--- src/rtl/tss_pkg.sv ---
// ----------------------------------------------------------------------------
// tss_pkg: shared types and constants for the tilt safety supervisor
// Mode codes, register map, reset values, controller states and the
// hall commutation table.
// ----------------------------------------------------------------------------
`timescale 1ns / 1ps
`default_nettype none

package tss_pkg;

    localparam int ADDR_W = 5;
    localparam int DATA_W = 32;

    localparam logic [2:0] REG_TRIP_ANGLE    = 3'd0;
    localparam logic [2:0] REG_RECOVER_ANGLE = 3'd1;
    localparam logic [2:0] REG_STOP_WAIT     = 3'd2;
    localparam logic [2:0] REG_STUCK_WAIT    = 3'd3;
    localparam logic [2:0] REG_MAX_ATTEMPTS  = 3'd4;
    localparam logic [2:0] REG_GAIN          = 3'd5;
    localparam logic [2:0] REG_ALPHA         = 3'd6;
    localparam logic [2:0] REG_MAX_PWM       = 3'd7;

    localparam logic [14:0] TRIP_ANGLE_RST    = 15'd35;
    localparam logic [14:0] RECOVER_ANGLE_RST = 15'd2;
    localparam logic [15:0] STOP_WAIT_RST     = 16'd500;
    localparam logic [15:0] STUCK_WAIT_RST    = 16'd50;
    localparam logic [2:0]  MAX_ATTEMPTS_RST  = 3'd3;
    localparam logic [7:0]  GAIN_RST          = 8'd179;
    localparam logic [7:0]  ALPHA_RST         = 8'd0;
    localparam logic [15:0] MAX_PWM_RST       = 16'd1000;

    localparam logic [2:0] HALL_NONE = 3'd0;
    localparam logic [1:0] STEP_FWD  = 2'b01;
    localparam logic [1:0] STEP_REV  = 2'b11;
    localparam logic [1:0] STEP_ZERO = 2'b00;

    typedef enum logic [1:0] {
        MODE_NORMAL   = 2'd0,
        MODE_STOP     = 2'd1,
        MODE_RECOVERY = 2'd2
    } mode_t;

    typedef enum logic [2:0] {
        ST_IDLE,
        ST_HALL,
        ST_SUPER,
        ST_MIX_A,
        ST_MIX_B,
        ST_DONE
    } ctrl_state_t;

    typedef struct packed {
        logic [14:0] trip_angle;
        logic [14:0] recover_angle;
        logic [15:0] stop_wait_ms;
        logic [15:0] stuck_wait_ms;
        logic [2:0]  max_attempts;
        logic [7:0]  recovery_gain_q8;
        logic [7:0]  smoothing_alpha_q8;
        logic [15:0] max_pwm;
    } cfg_t;

    typedef struct packed {
        logic load_in;
        logic hall_en;
        logic super_en;
        logic mix_a_en;
        logic mix_b_en;
        logic out_load;
    } dp_cmd_t;

    typedef struct packed {
        logic drive_req;
        logic out_busy;
    } dp_status_t;

    // forward successor of each hall code, HALL_NONE where there is none
    function automatic logic [2:0] hall_fwd_next(input logic [2:0] code);
        logic [2:0] nxt;
        case (code)
            3'd1:    nxt = 3'd5;
            3'd2:    nxt = 3'd3;
            3'd3:    nxt = 3'd1;
            3'd4:    nxt = 3'd6;
            3'd5:    nxt = 3'd4;
            3'd6:    nxt = 3'd2;
            default: nxt = HALL_NONE;
        endcase
        return nxt;
    endfunction

endpackage

`default_nettype wire

--- src/rtl/tss_regs.sv ---
// ----------------------------------------------------------------------------
// tss_regs: configuration register bank
// APB-style write and read access to the eight supervisor settings.
// ----------------------------------------------------------------------------
`timescale 1ns / 1ps
`default_nettype none

module tss_regs (
    input  wire logic                       clk,
    input  wire logic                       rst_n,
    input  wire logic                       psel,
    input  wire logic                       penable,
    input  wire logic                       pwrite,
    input  wire logic [tss_pkg::ADDR_W-1:0] paddr,
    input  wire logic [tss_pkg::DATA_W-1:0] pwdata,
    output logic      [tss_pkg::DATA_W-1:0] prdata,
    output logic                            pready,
    output tss_pkg::cfg_t                   cfg
);
    import tss_pkg::*;

    cfg_t       cfg_reg;
    logic [2:0] reg_idx;
    logic       wr_en;

    assign pready  = 1'b1;
    assign reg_idx = paddr[ADDR_W-1:2];
    assign wr_en   = psel && penable && pwrite && pready;
    assign cfg     = cfg_reg;

    always_ff @(posedge clk or negedge rst_n)
    begin
        if (!rst_n)
        begin
            cfg_reg.trip_angle         <= TRIP_ANGLE_RST;
            cfg_reg.recover_angle      <= RECOVER_ANGLE_RST;
            cfg_reg.stop_wait_ms       <= STOP_WAIT_RST;
            cfg_reg.stuck_wait_ms      <= STUCK_WAIT_RST;
            cfg_reg.max_attempts       <= MAX_ATTEMPTS_RST;
            cfg_reg.recovery_gain_q8   <= GAIN_RST;
            cfg_reg.smoothing_alpha_q8 <= ALPHA_RST;
            cfg_reg.max_pwm            <= MAX_PWM_RST;
        end
        else if (wr_en)
        begin
            case (reg_idx)
                REG_TRIP_ANGLE:    cfg_reg.trip_angle         <= pwdata[14:0];
                REG_RECOVER_ANGLE: cfg_reg.recover_angle      <= pwdata[14:0];
                REG_STOP_WAIT:     cfg_reg.stop_wait_ms       <= pwdata[15:0];
                REG_STUCK_WAIT:    cfg_reg.stuck_wait_ms      <= pwdata[15:0];
                REG_MAX_ATTEMPTS:  cfg_reg.max_attempts       <= pwdata[2:0];
                REG_GAIN:          cfg_reg.recovery_gain_q8   <= pwdata[7:0];
                REG_ALPHA:         cfg_reg.smoothing_alpha_q8 <= pwdata[7:0];
                REG_MAX_PWM:       cfg_reg.max_pwm            <= pwdata[15:0];
                default:           cfg_reg.max_pwm            <= cfg_reg.max_pwm;
            endcase
        end
    end

    always_comb
    begin
        case (reg_idx)
            REG_TRIP_ANGLE:    prdata = {17'd0, cfg_reg.trip_angle};
            REG_RECOVER_ANGLE: prdata = {17'd0, cfg_reg.recover_angle};
            REG_STOP_WAIT:     prdata = {16'd0, cfg_reg.stop_wait_ms};
            REG_STUCK_WAIT:    prdata = {16'd0, cfg_reg.stuck_wait_ms};
            REG_MAX_ATTEMPTS:  prdata = {29'd0, cfg_reg.max_attempts};
            REG_GAIN:          prdata = {24'd0, cfg_reg.recovery_gain_q8};
            REG_ALPHA:         prdata = {24'd0, cfg_reg.smoothing_alpha_q8};
            REG_MAX_PWM:       prdata = {16'd0, cfg_reg.max_pwm};
            default:           prdata = '0;
        endcase
    end

endmodule

`default_nettype wire

--- src/rtl/tss_ctrl.sv ---
// ----------------------------------------------------------------------------
// tss_ctrl: tick sequencer
// Walks one word through hall decode, supervisor, PWM mixing (when a motor write is requested) and output.
// ----------------------------------------------------------------------------
`timescale 1ns / 1ps
`default_nettype none

module tss_ctrl (
    input  wire logic                 clk,
    input  wire logic                 rst_n,
    input  wire logic                 in_valid,
    output logic                      in_ready,
    input  wire tss_pkg::dp_status_t  status,
    output tss_pkg::dp_cmd_t          cmd
);
    import tss_pkg::*;

    ctrl_state_t state_reg;
    ctrl_state_t state_next;

    always_ff @(posedge clk or negedge rst_n)
    begin
        if (!rst_n)
        begin
            state_reg <= ST_IDLE;
        end
        else
        begin
            state_reg <= state_next;
        end
    end

    always_comb
    begin
        state_next = state_reg;
        cmd        = '0;
        in_ready   = 1'b0;
        case (state_reg)
            ST_IDLE:
            begin
                in_ready    = 1'b1;
                cmd.load_in = in_valid;
                if (in_valid)
                begin
                    state_next = ST_HALL;
                end
            end
            ST_HALL:
            begin
                cmd.hall_en = 1'b1;
                state_next  = ST_SUPER;
            end
            ST_SUPER:
            begin
                cmd.super_en = 1'b1;
                state_next   = status.drive_req ? ST_MIX_A : ST_DONE;
            end
            ST_MIX_A:
            begin
                cmd.mix_a_en = 1'b1;
                state_next   = ST_MIX_B;
            end
            ST_MIX_B:
            begin
                cmd.mix_b_en = 1'b1;
                state_next   = ST_DONE;
            end
            ST_DONE:
            begin
                if (!status.out_busy)
                begin
                    cmd.out_load = 1'b1;
                    state_next   = ST_IDLE;
                end
            end
            default:
            begin
                state_next = ST_IDLE;
            end
        endcase
    end

endmodule

`default_nettype wire

--- src/rtl/tss_dp.sv ---
// ----------------------------------------------------------------------------
// tss_dp: supervisor datapath
// Hall step counter, mode and timer state, recovery drive scaling,
// PWM smoothing and the output register.
// ----------------------------------------------------------------------------
`timescale 1ns / 1ps
`default_nettype none

module tss_dp (
    input  wire logic               clk,
    input  wire logic               rst_n,
    input  wire tss_pkg::cfg_t      cfg,
    input  wire tss_pkg::dp_cmd_t   cmd,
    output tss_pkg::dp_status_t     status,
    input  wire logic signed [15:0] tilt_angle,
    input  wire logic        [2:0]  hall_code,
    output logic                    out_valid,
    input  wire logic               out_ready,
    output logic             [1:0]  mode,
    output logic                    motor_write,
    output logic             [15:0] pwm_magnitude,
    output logic                    motor_reverse,
    output logic signed      [1:0]  hall_step,
    output logic signed      [31:0] hall_position,
    output logic             [2:0]  attempts_used,
    output logic                    recovered,
    output logic signed      [34:0] home_angle,
    output logic                    stuck_drive
);
    import tss_pkg::*;

    // persistent state
    mode_t       mode_reg,      mode_next;
    logic [31:0] time_reg;
    logic [31:0] stop_time_reg, stop_time_next;
    logic [31:0] rec_start_reg, rec_start_next;
    logic [2:0]  attempt_reg,   attempt_next;
    logic [31:0] pos_reg;
    logic [31:0] snap_reg,      snap_next;
    logic [2:0]  prev_code_reg;
    logic        seen_reg;
    logic [15:0] smooth_reg;

    // per-word working registers
    logic        tilt_neg_reg;
    logic [15:0] mag_reg;
    logic [2:0]  code_reg;
    logic [23:0] prod_reg;
    logic [31:0] elapsed_reg;
    logic [1:0]  step_reg;
    logic        wr_reg,    wr_next;
    logic        rev_reg,   rev_next;
    logic        rec_reg,   rec_next;
    logic        stuck_reg, stuck_next;
    logic [34:0] home_reg,  home_next;
    logic [15:0] raw_reg,   raw_next;
    logic [23:0] acc_reg;

    // output register
    logic        out_valid_reg;
    logic [1:0]  out_mode_reg;
    logic        out_wr_reg;
    logic [15:0] out_pwm_reg;
    logic        out_rev_reg;
    logic [1:0]  out_step_reg;
    logic [31:0] out_pos_reg;
    logic [2:0]  out_att_reg;
    logic        out_rec_reg;
    logic [34:0] out_home_reg;
    logic        out_stuck_reg;

    logic [15:0] tilt_u;
    logic [15:0] mag_in;
    logic [15:0] drive_mag;
    logic [8:0]  alpha_inv;
    logic [24:0] mix_sum;
    logic        drive_req;

    assign tilt_u    = tilt_angle;
    assign mag_in    = tilt_u[15] ? (~tilt_u + 16'd1) : tilt_u;
    assign drive_mag = prod_reg[23:8];
    assign alpha_inv = 9'd256 - {1'b0, cfg.smoothing_alpha_q8};
    assign mix_sum   = {1'b0, acc_reg} + (25'(alpha_inv) * 25'(smooth_reg));

    // word capture, hall decode and per-word arithmetic
    always_ff @(posedge clk or negedge rst_n)
    begin
        if (!rst_n)
        begin
            prev_code_reg <= HALL_NONE;
            seen_reg      <= 1'b0;
            pos_reg       <= '0;
            step_reg      <= STEP_ZERO;
        end
        else if (cmd.hall_en)
        begin
            step_reg <= STEP_ZERO;
            if (!seen_reg)
            begin
                prev_code_reg <= code_reg;
                seen_reg      <= 1'b1;
            end
            else if (hall_fwd_next(prev_code_reg) == code_reg && code_reg != HALL_NONE)
            begin
                pos_reg       <= pos_reg + 32'd1;
                prev_code_reg <= code_reg;
                step_reg      <= STEP_FWD;
            end
            else if (hall_fwd_next(code_reg) == prev_code_reg && prev_code_reg != HALL_NONE)
            begin
                pos_reg       <= pos_reg - 32'd1;
                prev_code_reg <= code_reg;
                step_reg      <= STEP_REV;
            end
        end
    end

    always_ff @(posedge clk)
    begin
        if (cmd.load_in)
        begin
            tilt_neg_reg <= tilt_angle[15];
            mag_reg      <= mag_in;
            code_reg     <= hall_code;
        end
        if (cmd.hall_en)
        begin
            prod_reg    <= 24'(cfg.recovery_gain_q8) * 24'(mag_reg);
            elapsed_reg <= time_reg - ((mode_reg == MODE_STOP) ? stop_time_reg
                                                                : rec_start_reg);
        end
        if (cmd.super_en)
        begin
            wr_reg    <= wr_next;
            rev_reg   <= rev_next;
            rec_reg   <= rec_next;
            stuck_reg <= stuck_next;
            home_reg  <= home_next;
            raw_reg   <= raw_next;
        end
        if (cmd.mix_a_en)
        begin
            acc_reg <= 24'(cfg.smoothing_alpha_q8) * 24'(raw_reg);
        end
    end

    // supervisor decision
    always_comb
    begin
        mode_next      = mode_reg;
        stop_time_next = stop_time_reg;
        rec_start_next = rec_start_reg;
        attempt_next   = attempt_reg;
        snap_next      = snap_reg;
        wr_next        = 1'b0;
        rev_next       = 1'b0;
        rec_next       = 1'b0;
        stuck_next     = 1'b0;
        home_next      = '0;
        raw_next       = '0;
        case (mode_reg)
            MODE_NORMAL:
            begin
                if (mag_reg >= {1'b0, cfg.trip_angle})
                begin
                    mode_next      = MODE_STOP;
                    stop_time_next = time_reg;
                    wr_next        = 1'b1;
                    rev_next       = 1'b1;
                end
            end
            MODE_STOP:
            begin
                if (elapsed_reg >= {16'd0, cfg.stop_wait_ms} &&
                    attempt_reg < cfg.max_attempts)
                begin
                    mode_next      = MODE_RECOVERY;
                    rec_start_next = time_reg;
                    attempt_next   = attempt_reg + 3'd1;
                    snap_next      = pos_reg;
                end
            end
            MODE_RECOVERY:
            begin
                if (mag_reg < {1'b0, cfg.recover_angle})
                begin
                    mode_next    = MODE_NORMAL;
                    attempt_next = '0;
                    rec_next     = 1'b1;
                    home_next    = {pos_reg, 3'b000};
                end
                else if (elapsed_reg > {16'd0, cfg.stuck_wait_ms} && snap_reg == pos_reg)
                begin
                    wr_next    = 1'b1;
                    stuck_next = 1'b1;
                    raw_next   = (drive_mag > cfg.max_pwm) ? cfg.max_pwm : drive_mag;
                    rev_next   = !(cfg.recovery_gain_q8 != 8'd0 && tilt_neg_reg);
                end
            end
            default:
            begin
                mode_next = MODE_STOP;
            end
        endcase
    end

    assign drive_req = wr_next;

    always_ff @(posedge clk or negedge rst_n)
    begin
        if (!rst_n)
        begin
            mode_reg      <= MODE_NORMAL;
            time_reg      <= '0;
            stop_time_reg <= '0;
            rec_start_reg <= '0;
            attempt_reg   <= '0;
            snap_reg      <= '0;
            smooth_reg    <= '0;
        end
        else
        begin
            if (cmd.super_en)
            begin
                mode_reg      <= mode_next;
                time_reg      <= time_reg + 32'd1;
                stop_time_reg <= stop_time_next;
                rec_start_reg <= rec_start_next;
                attempt_reg   <= attempt_next;
                snap_reg      <= snap_next;
            end
            if (cmd.mix_b_en)
            begin
                if (cfg.smoothing_alpha_q8 == 8'd0)
                begin
                    smooth_reg <= raw_reg;
                end
                else
                begin
                    smooth_reg <= mix_sum[23:8];
                end
            end
        end
    end

    // output register
    always_ff @(posedge clk or negedge rst_n)
    begin
        if (!rst_n)
        begin
            out_valid_reg <= 1'b0;
        end
        else if (cmd.out_load)
        begin
            out_valid_reg <= 1'b1;
        end
        else if (out_ready)
        begin
            out_valid_reg <= 1'b0;
        end
    end

    always_ff @(posedge clk)
    begin
        if (cmd.out_load)
        begin
            out_mode_reg  <= mode_reg;
            out_wr_reg    <= wr_reg;
            out_pwm_reg   <= wr_reg ? smooth_reg : 16'd0;
            out_rev_reg   <= rev_reg;
            out_step_reg  <= step_reg;
            out_pos_reg   <= pos_reg;
            out_att_reg   <= attempt_reg;
            out_rec_reg   <= rec_reg;
            out_home_reg  <= home_reg;
            out_stuck_reg <= stuck_reg;
        end
    end

    assign status.drive_req = drive_req;
    assign status.out_busy  = out_valid_reg && !out_ready;

    assign out_valid     = out_valid_reg;
    assign mode          = out_mode_reg;
    assign motor_write   = out_wr_reg;
    assign pwm_magnitude = out_pwm_reg;
    assign motor_reverse = out_rev_reg;
    assign hall_step     = out_step_reg;
    assign hall_position = out_pos_reg;
    assign attempts_used = out_att_reg;
    assign recovered     = out_rec_reg;
    assign home_angle    = out_home_reg;
    assign stuck_drive   = out_stuck_reg;

endmodule

`default_nettype wire

--- src/rtl/tilt_safety_supervisor_hall_counter.sv ---
// ----------------------------------------------------------------------------
// tilt_safety_supervisor_hall_counter: tilt safety supervisor with hall counter
// Sequencing: out_valid is registered after the sequencer steps through hall
// decode, supervisor and output; the mix A and mix B states are added for the
// smoothing multiplies when a motor command is written. A new word is taken
// once the last is loaded; a stalled result holds the sequencer until it drains.
// Reset: rst_n clears mode, timers, counters and settings to defaults at once.
// ----------------------------------------------------------------------------
`timescale 1ns / 1ps
`default_nettype none

module tilt_safety_supervisor_hall_counter (
    input  wire logic                       clk,
    input  wire logic                       rst_n,
    input  wire logic                       psel,
    input  wire logic                       penable,
    input  wire logic                       pwrite,
    input  wire logic [tss_pkg::ADDR_W-1:0] paddr,
    input  wire logic [tss_pkg::DATA_W-1:0] pwdata,
    output logic      [tss_pkg::DATA_W-1:0] prdata,
    output logic                            pready,
    input  wire logic                       in_valid,
    output logic                            in_ready,
    input  wire logic signed [15:0]         tilt_angle,
    input  wire logic        [2:0]          hall_code,
    output logic                            out_valid,
    input  wire logic                       out_ready,
    output logic             [1:0]          mode,
    output logic                            motor_write,
    output logic             [15:0]         pwm_magnitude,
    output logic                            motor_reverse,
    output logic signed      [1:0]          hall_step,
    output logic signed      [31:0]         hall_position,
    output logic             [2:0]          attempts_used,
    output logic                            recovered,
    output logic signed      [34:0]         home_angle,
    output logic                            stuck_drive
);
    import tss_pkg::*;

    cfg_t       cfg;
    dp_cmd_t    cmd;
    dp_status_t status;

    tss_regs u_regs (
        .clk     (clk),
        .rst_n   (rst_n),
        .psel    (psel),
        .penable (penable),
        .pwrite  (pwrite),
        .paddr   (paddr),
        .pwdata  (pwdata),
        .prdata  (prdata),
        .pready  (pready),
        .cfg     (cfg)
    );

    tss_ctrl u_ctrl (
        .clk      (clk),
        .rst_n    (rst_n),
        .in_valid (in_valid),
        .in_ready (in_ready),
        .status   (status),
        .cmd      (cmd)
    );

    tss_dp u_dp (
        .clk           (clk),
        .rst_n         (rst_n),
        .cfg           (cfg),
        .cmd           (cmd),
        .status        (status),
        .tilt_angle    (tilt_angle),
        .hall_code     (hall_code),
        .out_valid     (out_valid),
        .out_ready     (out_ready),
        .mode          (mode),
        .motor_write   (motor_write),
        .pwm_magnitude (pwm_magnitude),
        .motor_reverse (motor_reverse),
        .hall_step     (hall_step),
        .hall_position (hall_position),
        .attempts_used (attempts_used),
        .recovered     (recovered),
        .home_angle    (home_angle),
        .stuck_drive   (stuck_drive)
    );

endmodule

`default_nettype wire
--- config.mk ---
export PLATFORM = sky130hd
export DESIGN_NAME = tilt_safety_supervisor_hall_counter
export DESIGN_NICKNAME = d
export VERILOG_FILES = /design/src/rtl/tss_pkg.sv /design/src/rtl/tss_regs.sv /design/src/rtl/tss_ctrl.sv /design/src/rtl/tss_dp.sv /design/src/rtl/tilt_safety_supervisor_hall_counter.sv
export SDC_FILE = /design/constraint.sdc
export NUM_CORES = 2
export LEC_CHECK = 0
export BUFFER_PORTS_ARGS = -buffer_cell sky130_fd_sc_hd__buf_2
export CAP_MARGIN = 20
export CORE_MARGIN = 2
export CORE_UTILIZATION = 30
export DETAILED_ROUTE_END_ITERATION = 8
export PLACE_DENSITY = 0.51
export SYNTH_ARGS = -nofsm -noshare
export SYNTH_HDL_FRONTEND = slang
export SYNTH_SLANG_ARGS = --single-unit
--- constraint.sdc ---
create_clock -name clk -period 6.1 [get_ports clk]
set_input_delay 0.305 -clock clk [delete_from_list [all_inputs] [get_ports clk]]
set_output_delay 0.305 -clock clk [all_outputs]
set_load 0.02 [all_outputs]
==> flow_summary.toml <==
[sta]
rsz0062_at_grt = "true"
hold_violations = 0
period_minus_slack_ps = 6200
whs_ps = 62.7
finalCritPeriodShare_pct = 102
finClkSkew_ps = 43.3
slew_headroom_pct = 37.2
fmax_ghz = 0.161
tns_ps = -223
worst_pin_slew_ps = 934
setup_ws_ps = -100
finalSetupViolations = 6
drv_slew = 0

[cells_and_area]
layout-drive-gt1-share_pct = 13.5
multi_input_area_mm2 = 0.0217
largest_register_ffs = 97
fillers = 12700
seqCellArea_mm2 = 0.0143
final_nets = 4606
final_area_mm2 = 0.0441
area_delta_synth_final_pct = 16.3

[clocking]
cts_tree = "done"
cts_num_sinks = 523
clock_path_buffers = 3
clock-root-buffer = "clkbuf_16"
clkTransAtPathRegs_ps = 60
cts_max_level = 3
worstSkewPairLatency_ps = 660
numCtsBuffers = 68

[floorplanning]
die_h_um = 359
die_area_mm2 = 0.129
rows = 130
initial_utilization_pct = 30.2
core_mm2 = 0.126
die_w_um = 359
ioPinCount = 192

[logic_synthesis]
synth_common_cells = "598 x nand2_1, 427 x inv_1, 285 x fa_1, 280 x ha_1, 262 x dfrtp_1"
ys.flop_type = "dfrtp_1"
yosysSeqAreaShare_pct = 37.7
synth_top_cells_by_area = "edfxtp_1 19%, dfrtp_1 17%, fa_1 15%, ha_1 9.2%, nand2_1 5.9%"
ys_types = 80
async_flop_share_pct = 55.1
synth_edf_count = 235
yosysWarnings = 0
synth.avg_cell_area_um2 = 10.1
synth.most_common_cell = "nand2_1"
netlist.area_leader.share_pct = 18.6
ys_ff_latch = 523
syn_area_mm2 = 0.0379
synth.largest_area_cell = "edfxtp_1"
synthCells = 3746

[routing]
firstDrtPassIters = 5
routed_via_density = 4.73
antenna_left = 0
drcViolationCount = 0
wl_per_cell_um = 17.7
drt_iter0_drc = 1564
vias = 26900
totalWireLength_mm = 100

[global_routing]
gr-total-overflow = 0
grt_pass1_vias = 27800
grt_pass1_wl_mm = 162
grt_max_degree = 124
grt_usage_pct = 15.8
antenna_found_initial = 5

[critical_path]
critical_path_required_ps = 6590
worst_ep_arrival_time_ps = 6690
cp-end-kind = "flop"
start_kind = "flop"
path_max_fanout = 6
criticalPathCategory = "flop to flop"

[placement]
port_buffers = 153
hpwl_mm = 74.5
postPlaceCellArea_mm2 = 0.0412
gp_congestion = 0.838

[run]
maxCapViolations = 0

[worst_hold_path]
min_path_type = "input pin to flop"

[outcome]
outcome = "finished, violations left"
violations = "negative setup slack"
worst paths after layout:
path                                    from             endpoint  slack, ps  cells past startpoint
max                           u_regs.cfg[16]  u_dp.smooth_reg[14]       -100                     25
min                                pwdata[2]       u_regs.cfg[53]         60                      3
max reg2reg                   u_regs.cfg[16]  u_dp.smooth_reg[14]       -100                     25
min reg2reg                u_dp.home_reg[24]  u_dp.home_angle[24]        420                      0
max in group asynchronous              rst_n  u_dp.smooth_reg[10]       4320                      3
min in group asynchronous              rst_n      u_dp.pos_reg[6]        310                      2
per-layer routing:
metal,up-vias,global-route usage (%),part of all wire (%)
met4,2,3.91,1.9
met3,115,2.19,3.7
li1,12900,-,-
met2,436,25.7,46
met1,13500,22.2,48
met5,-,0,0.0090
critical path, stage by stage (launching register included):
cell and delay (ps):
dfrtp_1 410, clkinv_4 70, ha_4 130, nand2_2 40, or3_4 400, buf_6 140, nor3_4 200, buf_12 150
and2_4 130, fa_1 430, fa_1 560, fa_2 450, fa_1 510, inv_2 40, fa_1 490, inv_2 50
ha_4 150, a21o_1 160, a21oi_2 180, a21boi_2 100, a311oi_4 320, o21ai_2 150, a221o_1 370, a21oi_2 160
xor2_1 150, o21ai_1 70
final cells by class:
type                    instances  area share (%)
flip-flops and latches        523            32.4
well taps                    1650            4.68
multi-input cells            2652            49.3
inverters                     429            3.67
clock buffers                  91            4.24
diodes                          1         0.00568
clock inverters                35           0.840
repair buffers                304            4.80
logic make-up after synthesis:
logic type / share of synthesized area, %
compound gates: 9.12
xor+xnor: 4.23
fa+ha+maj: 24.3
buf+inv: 6.07
flops: 37.7
mux: 3.83
other cells: 0.0198
simple gates: 14.7
layout by cell type, fill, tap and decap left out, types with 9 or more instances in the layout:
cell           count
nand2_1          596
and3_1            23
xnor2_1          113
nand2b_1          23
buf_6              9
o31ai_1           13
clkbuf_16         70
dfstp_2           26
o21ai_0          206
o21ai_1           10
nand3_1           35
mux2_2            64
clkbuf_1          17
a211oi_1          18
o21bai_1          13
nand4_1           31
xor2_1            66
nor3_1            30
nor4_1            14
clkinv_2          13
conb_1            20
o21a_1            23
mux2i_1           64
buf_4            102
buf_2            152
a21o_1            62
a21oi_1          118
dlygate4sd3_1     33
ha_1             270
fa_1             282
nor2_1           130
and2_1           239
nor2b_1           15
edfxtp_1         235
dfrtp_1          262
inv_1            415
inv_2             11
through the flow:
| step | worst slack, ps | util (%) | std cells |
|---|---|---|---|
| after floorplan | -42.9 | - | 3764 |
| after global placement | -255 | 32.8 | 5513 |
| after detailed placement | -298 | 32.8 | 5513 |
| after CTS | -97.6 | 34.9 | 5675 |
| after global routing | -341 | 35.1 | 5685 |
| final | -100 | 35.1 | 5685 |
timing repair:
| item | CTS | global route |
|---|---|---|
| setup endpoints to repair | 9 | 13 |
| pin swaps | 19 | 10 |
| hold buffers | 33 | 0 |
| buffers inserted | 3 | 7 |
| endpoints found under the hold margin | 170 | 0 |
| gates resized for setup | 12 | 34 |
Power is not shown: default switching activity piles up to over one toggle a cycle in this logic, so the estimate is an artifact.
